File: src/bwr_pkg.sv
// Shared constants and types for the bitmap word to row id converter.
// No dependencies; every other file imports this package.
`timescale 1ns / 1ps
`default_nettype none
package bwr_pkg;
	localparam int WORD_BITS = 31;
	localparam int ROW_BITS  = 40;
	localparam int VALID_W   = 5;
	localparam int LANE_BITS = 8;
	localparam int NUM_LANES = (WORD_BITS + LANE_BITS - 1) / LANE_BITS;
	localparam int OFF_W     = $clog2(WORD_BITS);
	localparam int SHIFT_W   = $clog2(WORD_BITS + 1);
	localparam int LPOS_W    = $clog2(LANE_BITS);

	typedef struct packed {
		logic              hit;
		logic [LPOS_W-1:0] pos;
	} lane_hit_t;

	typedef struct packed {
		logic             any;
		logic [OFF_W-1:0] off;
	} find_t;
endpackage
`default_nettype wire

File: src/bwr_word_if.sv
// Input channel: one literal bitmap word per beat.
// Depends on bwr_pkg.
`timescale 1ns / 1ps
`default_nettype none
interface bwr_word_if;
	import bwr_pkg::*;
	logic                 valid;
	logic                 ready;
	logic [WORD_BITS-1:0] literal_bits;
	logic [VALID_W-1:0]   valid_bits;
	logic                 final_word;

	modport source (output valid, literal_bits, valid_bits, final_word, input ready);
	modport sink   (input valid, literal_bits, valid_bits, final_word, output ready);
endinterface
`default_nettype wire

File: src/bwr_row_if.sv
// Output channel: one row id per beat.
// Depends on bwr_pkg.
`timescale 1ns / 1ps
`default_nettype none
interface bwr_row_if;
	import bwr_pkg::*;
	logic                valid;
	logic                ready;
	logic [ROW_BITS-1:0] row_id;
	logic                row_valid;
	logic                last_of_word;
	logic                end_of_list;

	modport source (output valid, row_id, row_valid, last_of_word, end_of_list, input ready);
	modport sink   (input valid, row_id, row_valid, last_of_word, end_of_list, output ready);
endinterface
`default_nettype wire

File: src/bitmap_word_to_row_ids_core.sv
// Top level of the bitmap word to row id converter.
// Depends on bwr_pkg, bwr_word_if, bwr_row_if, bwr_lane and bwr_merge.
//
// Usage:
//   word (sink): one literal word per beat; bit WORD_BITS-1 is the earliest row.
//     final_word closes the bitmap; on a final word only the low valid_bits
//     bits count and they are read as if aligned to the top of the word.
//   row (source): one row id per beat, ascending. last_of_word marks the last
//     beat of an input word, end_of_list the last beat of the bitmap. An empty
//     final word gives one end marker with row_valid low. An empty non-final
//     word gives no beat.
// Path: the first row id of a word goes from the search stage through the
//   offset stage into the output register, which drives row.
// Throughput: one set bit per cycle, while the offset stage can take it, is
//   found by NUM_LANES lanes of LANE_BITS bits and a merge stage; the next
//   word is taken in the cycle its last set bit, or its lack of one, is found.
// Reset: empties the pipeline and clears the running row base to zero.
// Stall: when row is not ready the pipeline holds; the output register and
//   the offset stage behind it stay full, the search stage keeps its word or,
//   if empty, takes one more, and then the word input stops.
`timescale 1ns / 1ps
`default_nettype none
module bitmap_word_to_row_ids_core (
	input wire logic  clk,
	input wire logic  arst_n,
	bwr_word_if.sink  word,
	bwr_row_if.source row
);
	import bwr_pkg::*;

	// search stage
	logic                 busy_q;
	logic [WORD_BITS-1:0] bits_q;
	logic [ROW_BITS-1:0]  wbase_q;
	logic                 fin_q;
	logic [ROW_BITS-1:0]  nbase_q;

	// offset stage
	logic                 vld_s2;
	logic [ROW_BITS-1:0]  base_s2;
	logic [OFF_W-1:0]     off_s2;
	logic                 rv_s2;
	logic                 last_s2;
	logic                 eol_s2;

	// output register
	logic                 out_vld_q;
	logic [ROW_BITS-1:0]  row_id_q;
	logic                 rv_q;
	logic                 last_q;
	logic                 eol_q;

	logic [SHIFT_W-1:0]   vcnt;
	logic [WORD_BITS-1:0] aligned;
	logic [ROW_BITS:0]    nbase_sum;
	logic [ROW_BITS-1:0]  nbase_next;
	logic [NUM_LANES*LANE_BITS-1:0] ord;
	lane_hit_t [NUM_LANES-1:0]      hits;
	find_t                found;
	logic [WORD_BITS-1:0] one_hot;
	logic [WORD_BITS-1:0] rest;
	logic                 single;
	logic                 out_rdy;
	logic                 s2_rdy;
	logic                 step;
	logic                 emit;
	logic                 done;
	logic                 acc;
	logic [ROW_BITS:0]    row_sum;

	// clamp the valid count and move the valid bits to the top
	always_comb begin
		if (!word.final_word) begin
			vcnt = SHIFT_W'(WORD_BITS);
		end else if (int'(word.valid_bits) > WORD_BITS) begin
			vcnt = SHIFT_W'(WORD_BITS);
		end else begin
			vcnt = SHIFT_W'(word.valid_bits);
		end
		aligned = word.literal_bits << (SHIFT_W'(WORD_BITS) - vcnt);
	end

	assign nbase_sum  = {1'b0, nbase_q} + (ROW_BITS + 1)'(WORD_BITS);
	assign nbase_next = nbase_sum[ROW_BITS] ? '1 : nbase_sum[ROW_BITS-1:0];

	// lanes see the word in offset order, earliest row first
	always_comb begin
		ord = '0;
		for (int o = 0; o < WORD_BITS; o++) begin
			ord[o] = bits_q[WORD_BITS-1-o];
		end
	end

	for (genvar l = 0; l < NUM_LANES; l++) begin : g_lane
		bwr_lane u_lane (
			.lane_bits (ord[l*LANE_BITS +: LANE_BITS]),
			.result    (hits[l])
		);
	end

	bwr_merge u_merge (
		.hits  (hits),
		.found (found)
	);

	assign one_hot = {1'b1, {(WORD_BITS-1){1'b0}}} >> found.off;
	assign rest    = bits_q & ~one_hot;
	assign single  = (bits_q & (bits_q - 1'b1)) == '0;

	assign out_rdy = !out_vld_q || row.ready;
	assign s2_rdy  = !vld_s2 || out_rdy;
	assign step    = busy_q && s2_rdy;
	assign emit    = step && (found.any || fin_q);
	assign done    = step && (!found.any || single);

	assign word.ready = !busy_q || done;
	assign acc        = word.valid && word.ready;

	always_ff @(posedge clk or negedge arst_n) begin
		if (!arst_n) begin
			busy_q  <= 1'b0;
			nbase_q <= '0;
		end else begin
			if (acc) begin
				busy_q  <= 1'b1;
				nbase_q <= word.final_word ? '0 : nbase_next;
			end else if (done) begin
				busy_q <= 1'b0;
			end
		end
	end

	always_ff @(posedge clk) begin
		if (acc) begin
			bits_q  <= aligned;
			wbase_q <= nbase_q;
			fin_q   <= word.final_word;
		end else if (step && found.any) begin
			bits_q <= rest;
		end
	end

	always_ff @(posedge clk or negedge arst_n) begin
		if (!arst_n) begin
			vld_s2    <= 1'b0;
			out_vld_q <= 1'b0;
		end else begin
			if (s2_rdy) begin
				vld_s2 <= emit;
			end
			if (out_rdy) begin
				out_vld_q <= vld_s2;
			end
		end
	end

	always_ff @(posedge clk) begin
		if (s2_rdy) begin
			base_s2 <= found.any ? wbase_q : '0;
			off_s2  <= found.any ? found.off : '0;
			rv_s2   <= found.any;
			last_s2 <= !found.any || single;
			eol_s2  <= fin_q && (!found.any || single);
		end
	end

	assign row_sum = {1'b0, base_s2} + (ROW_BITS + 1)'(off_s2);

	always_ff @(posedge clk) begin
		if (out_rdy) begin
			row_id_q <= row_sum[ROW_BITS] ? '1 : row_sum[ROW_BITS-1:0];
			rv_q     <= rv_s2;
			last_q   <= last_s2;
			eol_q    <= eol_s2;
		end
	end

	assign row.valid        = out_vld_q;
	assign row.row_id       = row_id_q;
	assign row.row_valid    = rv_q;
	assign row.last_of_word = last_q;
	assign row.end_of_list  = eol_q;
endmodule
`default_nettype wire

File: src/bwr_lane.sv
// One search lane: finds the earliest set bit in its slice of the word.
// Depends on bwr_pkg.
`timescale 1ns / 1ps
`default_nettype none
module bwr_lane (
	input  wire logic [bwr_pkg::LANE_BITS-1:0] lane_bits,
	output bwr_pkg::lane_hit_t                 result
);
	import bwr_pkg::*;

	always_comb begin
		result = '0;
		// scan downward so the lowest index wins
		for (int i = LANE_BITS - 1; i >= 0; i--) begin
			if (lane_bits[i]) begin
				result.hit = 1'b1;
				result.pos = LPOS_W'(i);
			end
		end
	end
endmodule
`default_nettype wire

File: src/bwr_merge.sv
// Merges the lane results: picks the first lane with a hit and forms the offset.
// Depends on bwr_pkg.
`timescale 1ns / 1ps
`default_nettype none
module bwr_merge (
	input  bwr_pkg::lane_hit_t [bwr_pkg::NUM_LANES-1:0] hits,
	output bwr_pkg::find_t                              found
);
	import bwr_pkg::*;

	always_comb begin
		found = '0;
		for (int l = NUM_LANES - 1; l >= 0; l--) begin
			if (hits[l].hit) begin
				found.any = 1'b1;
				found.off = OFF_W'(l * LANE_BITS) + OFF_W'(hits[l].pos);
			end
		end
	end
endmodule
`default_nettype wire

File: src/flat_wrapper.sv
// flat-port wrapper written by rule: the top's interface ports become plain ports
module bitmap_word_to_row_ids_core_flat import bwr_pkg::*;
  (clk, arst_n, word_valid, word_literal_bits, word_valid_bits, word_final_word, word_ready, row_valid, row_row_id, row_row_valid, row_last_of_word, row_end_of_list, row_ready);
  bwr_word_if word_i ();
  bwr_row_if row_i ();
  input wire logic clk;
  input wire logic arst_n;
  input wire logic [$bits(word_i.valid)-1:0] word_valid;
  input wire logic [$bits(word_i.literal_bits)-1:0] word_literal_bits;
  input wire logic [$bits(word_i.valid_bits)-1:0] word_valid_bits;
  input wire logic [$bits(word_i.final_word)-1:0] word_final_word;
  output wire logic [$bits(word_i.ready)-1:0] word_ready;
  output wire logic [$bits(row_i.valid)-1:0] row_valid;
  output wire logic [$bits(row_i.row_id)-1:0] row_row_id;
  output wire logic [$bits(row_i.row_valid)-1:0] row_row_valid;
  output wire logic [$bits(row_i.last_of_word)-1:0] row_last_of_word;
  output wire logic [$bits(row_i.end_of_list)-1:0] row_end_of_list;
  input wire logic [$bits(row_i.ready)-1:0] row_ready;
  assign word_i.valid = word_valid;
  assign word_i.literal_bits = word_literal_bits;
  assign word_i.valid_bits = word_valid_bits;
  assign word_i.final_word = word_final_word;
  assign word_ready = word_i.ready;
  assign row_valid = row_i.valid;
  assign row_row_id = row_i.row_id;
  assign row_row_valid = row_i.row_valid;
  assign row_last_of_word = row_i.last_of_word;
  assign row_end_of_list = row_i.end_of_list;
  assign row_i.ready = row_ready;
  bitmap_word_to_row_ids_core u_core (.clk(clk), .arst_n(arst_n), .word(word_i), .row(row_i));
endmodule
File: config.mk
export PLATFORM = sky130hd
export DESIGN_NAME = bitmap_word_to_row_ids_core_flat
export DESIGN_NICKNAME = d
export VERILOG_FILES = /design/src/bwr_pkg.sv /design/src/bwr_word_if.sv /design/src/bwr_row_if.sv /design/src/bitmap_word_to_row_ids_core.sv /design/src/bwr_lane.sv /design/src/bwr_merge.sv /design/src/flat_wrapper.sv
export SDC_FILE = /design/constraint.sdc
export NUM_CORES = 1
export LEC_CHECK = 0
export BUFFER_PORTS_ARGS = -buffer_cell sky130_fd_sc_hd__buf_2
export CAP_MARGIN = 5
export CORE_MARGIN = 2
export CORE_UTILIZATION = 40
export CTS_CLUSTER_DIAMETER = 40
export DETAILED_ROUTE_END_ITERATION = 16
export PLACE_DENSITY = 0.66
export SLEW_MARGIN = 5
export SYNTH_ARGS = -nofsm -noshare
export SYNTH_HDL_FRONTEND = slang
export SYNTH_SLANG_ARGS = --single-unit
File: constraint.sdc
create_clock -name clk -period 12.9 [get_ports clk]
set_input_delay 0.645 -clock clk [delete_from_list [all_inputs] [get_ports clk]]
set_output_delay 0.645 -clock clk [all_outputs]
set_load 0.02 [all_outputs]
# After elaboration in Yosys (flattened, before gate mapping)
# Cells that the tools add are included.
word_totals:
  mem_count: 0
  inputBits: 41
  ff_bits: 206
  ramBits: 0
  output_inout_bits: 45
  romBits: 0
  latch_bits: 0
classes:
  add_sub_neg: 7
  magnitude_cmp: 0
  n_bitwise: 3
  n_mux: 42
  n_shift: 2
  eq_ne: 0
  div: 0
  mul: 0
  n_reduce_logical: 18
op_table:
  columns: ["cell", "n"]
  rows:
  - ["4-bit two-way mux", 31]
  - ["40-bit two-way mux", 2]
  - ["31-bit bitwise AND", 2]
  - ["31-bit two-way mux", 2]
  - ["40-bit by 5-bit adder with 41-bit output", 1]
  - ["40-bit by 5-bit adder with 41-bit output, second input constant", 1]
  - ["31-bit logical NOT", 1]
  - ["31-bit NOT", 1]
  - ["31-bit by 5-bit left shift with 31-bit output", 1]
  - ["31-bit by 5-bit right shift with 31-bit output, first input constant", 1]
  - ["31-bit by 1-bit subtractor with 31-bit output, second input constant", 1]
  - ["6-bit two-way mux", 4]
  - ["1-bit logical AND", 6]
  - ["4-bit by 3-bit adder with 5-bit output, first input constant", 1]
  - ["4-bit by 4-bit adder with 5-bit output, first input constant", 1]
  - ["5-bit by 3-bit adder with 5-bit output, first input constant", 1]
  - ["1-bit logical OR", 5]
  - ["5-bit two-way mux", 1]
  - ["5-bit subtractor, first input constant", 1]
  - ["1-bit logical NOT", 4]
  - ["2-bit nonzero test", 2]
  - ["1-bit two-way mux", 2]

# Longest topological paths before layout
depth:
  word_depth: 18
  depth_mapped: 12

# By module
# From an unflattened synthesis, not the netlist that was laid out.
unflattened:
  hier_cells: 1093
  area_unflattened_um2: 11353.4
by_module_without_submodules:
  columns: ["module", "cells_each", "n_inst", "area_per_inst_um2"]
  rows:
  - ["bitmap_word_to_row_ids_core", 1013, 1, 10854.2]
  - ["bwr_lane", 14, 4, 82.6]
  - ["bwr_merge", 24, 1, 168.9]

# Least setup slack after synthesis
# Ideal clock, no wire load.
synth_timing:
  path_type: "input port to flip-flop"
  startpoint: "in row_ready"
  endpoint: "reg u_core.bits_q[0], enable pin"
  setup_ns: 0.645
  path_slack_ns: 8.172
  cell_stages: 7
  t_arrival_ns: 4.083
  cell_sequence: "nand3b_1 nand2_1 nor4_1 a21oi_2 buf_6 clkbuf_1 o21ai_0"
synth_via:
  elab_chain_cells: 7
  elab_cells_between_ends: 8
  cone_classes: "reduce/logical (8)"
synth_lines:
  columns: ["element", "line_no", "rtl"]
  rows:
  - ["from (decl)", "flat_wrapper.sv:18", "input wire logic [$bits(row_i.ready)-1:0] row_ready;"]
  - ["1-bit logical OR *", "bitmap_word_to_row_ids_core.sv:110", "assign out_rdy = !out_vld_q || row.ready;"]
  - ["1-bit logical OR *", "bitmap_word_to_row_ids_core.sv:111", "assign s2_rdy = !vld_s2 || out_rdy;"]
  - ["1-bit logical AND *", "bitmap_word_to_row_ids_core.sv:112", "assign step = busy_q && s2_rdy;"]
  - ["1-bit logical AND", "bitmap_word_to_row_ids_core.sv:114", "assign done = step && (!found.any || single);"]
  - ["1-bit logical OR", "bitmap_word_to_row_ids_core.sv:116", "assign word.ready = !busy_q || done;"]
  - ["1-bit logical AND", "bitmap_word_to_row_ids_core.sv:117", "assign acc = word.valid && word.ready;"]
  - ["2-bit nonzero test (no source line) *", null, null]
  - ["to (signal assigned)", "bitmap_word_to_row_ids_core.sv:135", "bits_q <= aligned;"]
  - ["to (signal assigned)", "bitmap_word_to_row_ids_core.sv:139", "bits_q <= rest;"]
  - ["to (decl)", "bitmap_word_to_row_ids_core.sv:33", "logic [WORD_BITS-1:0] bits_q;"]
# Mark *: on every way between the ends. The rest lies on a longest branch, timed or not.
# A chain may end at the register's enable or synchronous reset.

# Worst setup path in the final report
layout_timing:
  startpoint: "reg u_core.bits_q[14]"
  endpoint: "reg u_core.nbase_q[12]"
layout_via:
  elab_chain_cells: 9
  elab_cells_between_ends: 12
  cone_classes: "add/sub (1); mux (4); bitwise (1); reduce/logical (6)"
layout_lines:
  columns: ["element", "line_no", "rtl"]
  rows:
  - ["parallel branches: the longest is 5 deep, another holds 31-bit by 1-bit subtractor with 31-bit output", null, null]
  - ["1-bit logical OR *", "bitmap_word_to_row_ids_core.sv:114", null]
  - ["1-bit logical AND *", "bitmap_word_to_row_ids_core.sv:114", null]
  - ["1-bit logical OR *", "bitmap_word_to_row_ids_core.sv:116", null]
  - ["1-bit logical AND *", "bitmap_word_to_row_ids_core.sv:117", null]
  - ["to (signal assigned)", "bitmap_word_to_row_ids_core.sv:126", "nbase_q <= word.final_word ? '0 : nbase_next;"]
  - ["to (decl)", "bitmap_word_to_row_ids_core.sv:36", "logic [ROW_BITS-1:0] nbase_q;"]
# Every way passes the cells marked *.

==> Implementation_results.wiki <==
{| class="wikitable"
! Metric !! Value
|-
| Ratio of final minimum period to clock period || 0.324
|-
| Via count || 8,537
|-
| Syn Inst Count || 1,093
|-
| Final worst path period need || 4.19 ns
|-
| IR Drop Worst-Case VDD || 0.0974 mV
|-
| Synthesis-stage register bit count || 206
|-
| Synthesized net count || 1,141
|-
| Most used DFF post-synth || edfxtp_1
|-
| Internal power contribution || 1210 uW
|-
| FF-to-FF path depth || 10
|-
| Most frequent cells in the layout || edfxtp_1, nand2_1, buf_2
|-
| Weighted congestion reported at the end of routability-driven placement || 0.863
|-
| Cell at the root of the clock tree || clkbuf_16
|-
| Max Freq || 0.239 GHz
|-
| Count of pins over their slew limit || 0
|-
| Critical Setup Path Class || flip-flop to flip-flop
|-
| Mean Syn Cell Area || 10.4 um2
|-
| Gate power share || 0.096
|-
| Cells resized by post-CTS repair || 0
|-
| Maximum buffer depth of the clock tree || 3
|-
| Floorplan die area || 29,900 um2
|-
| Least-Margin Pin Slew || 1.09 ns
|-
| Warning count from the yosys run || 0
|-
| Share of synthesized area occupied by flip-flops and latches || 0.523
|-
| Layout Area Growth over Synthesis || 13.4%
|-
| DRC violation count after routing || 0
|-
| Layout cells sized above 1 || 0.131
|-
| Number of DRC violations after detailed-routing iteration 0 || 698
|-
| Sequence of cells on the critical path || nor4_2 -> nand3_1 -> o31ai_1 -> nand4_1 -> nor4_1 -> a21oi_4 -> buf_4 -> inv_2 -> and4_1 -> o22a_1
|-
| Final worst clock skew || 0.0150 ns
|-
| Run status || finished clean
|-
| Sw frac || 0.247
|-
| R2R Path Start || u_core.bits_q[14]$_DFFE_PP_
|-
| H-tree depth || 1
|-
| Postcts setup bufs || 0
|-
| TritonCTS buffer count || 25
|-
| Via-to-Cell Ratio || 5.53
|-
| Number of antenna violations at the first check in global routing || 0
|-
| Clock network fraction of total power || 0.420
|-
| Total number of nets in the final design || 1,195
|-
| Async SR Flop Fraction || 0.209
|-
| Final Routed Wirelength || 25,100 um
|-
| Summed negative setup slack over all endpoints || 0 ns
|-
| Number of global-route vias before repair || 7,947
|-
| Data required time at the worst endpoint || 13.36 ns
|-
| Critical path buffers and inverters || 2
|-
| Site row count || 61
|-
| Count of final setup violators || 0
|-
| First-pass DRT Iterations || 7
|-
| Critical path arrival || 4.65 ns
|-
| Total power divided by cell area || 124 nW/um2
|-
| Starting density of the core || 0.409
|-
| Hold Buf Count CTS || 0
|-
| I/O Buffers || 85
|-
| Count of final hold-check violations || 0
|-
| Standard cell with the maximum stage delay on the critical path || inv_2
|-
| Register-to-register path setup slack || 8.71 ns
|-
| Leak pwr || 0.00501 uW
|-
| Type of destination of the critical path || flip-flop
|-
| Largest stage delay, worst path || 0.84 ns
|-
| Number of sinks driven by the clock tree || 206
|-
| Setup repair after global routing missed its margin || no
|-
| First-pass GRT wire length || 41,400 um
|-
| Register share of total power || 0.484
|-
| Max-Cap Viols || 0
|-
| Worst min path class || primary input to async pin
|-
| Worst slew margin || 0.272
|-
| Clock latency on the worst-skew pair || 0.53 ns
|-
| Diodes inserted || 0
|-
| GRT Util Overall || 0.164
|-
| Detail Route Antenna Nets || 0
|-
| Clock input transition at the sequential cells of the worst setup and hold paths || 0.06 ns
|-
| Total gr overflow || 0
|-
| Most frequent standard cell in the layout excluding fill and tap cells || edfxtp_1
|-
| Largest net degree at the start of global routing || 68
|-
| I/O Pins || 86
|-
| Core region area || 27,900 um2
|-
| Die extent in x || 173 um
|-
| Largest driver fanout on the critical path || 61
|-
| Final design utilization || 0.464
|-
| Number of unique standard cell types used by synthesis || 69
|-
| CTS tree || built
|-
| Dominant delay contributor by cell family on the critical path || simple AND/OR/NAND/NOR gates
|-
| End of the worst register-to-register path || u_core.nbase_q[12]$_DFFE_PN0P_
|-
| Die Ht || 173 um
|-
| Startpoint Class || flip-flop
|-
| Switching Power || 395 uW
|-
| Post-detailed-route wirelength per cell || 16.2 um
|-
| Number of synthesized flops with an enable pin || 163
|-
| Mapped cell area || 11,400 um2
|-
| Detailed placement HPWL || 17,700 um
|}
worst max-delay path by stage:
| stage | endpoint | slack (ns) | cells past startpoint | startpoint |
|---|---|---|---|---|
| 4_1_cts | u_core.nbase_q[35]$_DFFE_PN0P_ | 8.74 | 10 | u_core.bits_q[14]$_DFFE_PP_ |
| 3_3_place_gp | u_core.nbase_q[12]$_DFFE_PN0P_ | 8.79 | 10 | u_core.bits_q[10]$_DFFE_PP_ |
| 5_1_grt | u_core.nbase_q[35]$_DFFE_PN0P_ | 8.37 | 10 | u_core.bits_q[14]$_DFFE_PP_ |
| 3_5_place_dp | u_core.nbase_q[12]$_DFFE_PN0P_ | 8.75 | 10 | u_core.bits_q[3]$_DFFE_PP_ |
| 6_report | u_core.nbase_q[12]$_DFFE_PN0P_ | 8.71 | 10 | u_core.bits_q[14]$_DFFE_PP_ |
| 2_1_floorplan | u_core.bits_q[0]$_DFFE_PP_ | 8.17 | 7 | row_ready |
metal layers:
metal  vias to the layer above  wire length [um]  GRT usage
met5                         -                 0          0
met4                         0               361     0.0392
met3                        25              1440     0.0198
met2                       262             11000      0.247
met1                      4009             12300      0.251
li1                       4241                 -          -
Yosys cell counts, types with 6 or more instances:
library cell    n  area share
nand3_1        40       0.018
and3_1         26       0.014
a31oi_1        32       0.018
o211ai_1       13      0.0085
a41oi_1         6      0.0046
nor4_1         11      0.0060
or3_1           7      0.0038
o22a_1         36       0.028
o21ai_0        42       0.018
edfxtp_1      163        0.43
nand2b_1       13      0.0071
clkbuf_1       51       0.017
inv_1          24      0.0079
mux2i_1        76       0.067
ha_1            6      0.0066
nand2_1       129       0.042
nand4_1        16      0.0088
nor2b_1        53       0.029
nor3_1         22      0.0096
dfrtp_1        43       0.094
o31ai_1        13      0.0085
a21oi_1        62       0.027
o311ai_0       19       0.015
xor2_1         20       0.015
nor2_1         69       0.023
buf_1           7      0.0023
buf_2           7      0.0031
xnor2_1         7      0.0054
and4_1          8      0.0061
final cells by class:
type                    count  area (um2)
repair buffers             94         493
clock buffers              35         727
fillers                  2638       15000
flip-flops and latches    206        5970
well taps                 378         473
clock inverters            10        91.3
inverters                  25        93.8
multi-input cells         795        5110
through the flow:
| stage | cell area (um2) | total power, uW | worst slack, ns | cells | hold WS [ns] |
|---|---|---|---|---|---|
| after global placement | 12100 | 939 | 8.79 | 1498 | 0.407 |
| after floorplan | 11400 | 890 | 8.17 | 1093 | 0.349 |
| final | 13000 | 1600 | 8.71 | 1543 | 0.318 |
| after detailed placement | 12100 | 940 | 8.75 | 1498 | 0.405 |
| after global routing | 13000 | 1660 | 8.37 | 1543 | 0.344 |
| after CTS | 13000 | 1610 | 8.74 | 1543 | 0.339 |
logic make-up (layout without fill, tap and decap cells):
| logic type | count (synthesis) | after routing | share of synthesized area |
|---|---|---|---|
| adder cells (fa/ha/maj) | 7 | 7 | 0.00833 |
| flip-flops | 206 | 206 | 0.523 |
| multiplexers | 82 | 82 | 0.0745 |
| buffers and inverters | 92 | 164 | 0.0320 |
| XOR/XNOR | 27 | 27 | 0.0207 |
| AO/OA/AOI/OAI | 259 | 259 | 0.153 |
| AND/OR/NAND/NOR | 420 | 420 | 0.188 |
sequential cells by signal, summed over array words and instances, names as in the netlist:
register	count
u_core.busy_q	1
u_core.off_s2	5
u_core.row.row_id	40
u_core.rv_s2	1
u_core.row.last_of_word	1
u_core.fin_q	1
u_core.bits_q	31
u_core.eol_s2	1
u_core.last_s2	1
u_core.vld_s2	1
u_core.row.end_of_list	1
u_core.row.valid	1
u_core.wbase_q	40
u_core.base_s2	40
u_core.nbase_q	40
u_core.row.row_valid	1
power groups by stage:
stage | clock network (uW) | logic [uW] | registers (uW)
floorplan | 0 | 104 | 786
global placement | 0 | 153 | 786
detailed placement | 0 | 153 | 787
CTS | 685 | 154 | 774
global route | 713 | 171 | 779
finish | 673 | 154 | 775
(Power assumes the default switching activity.)
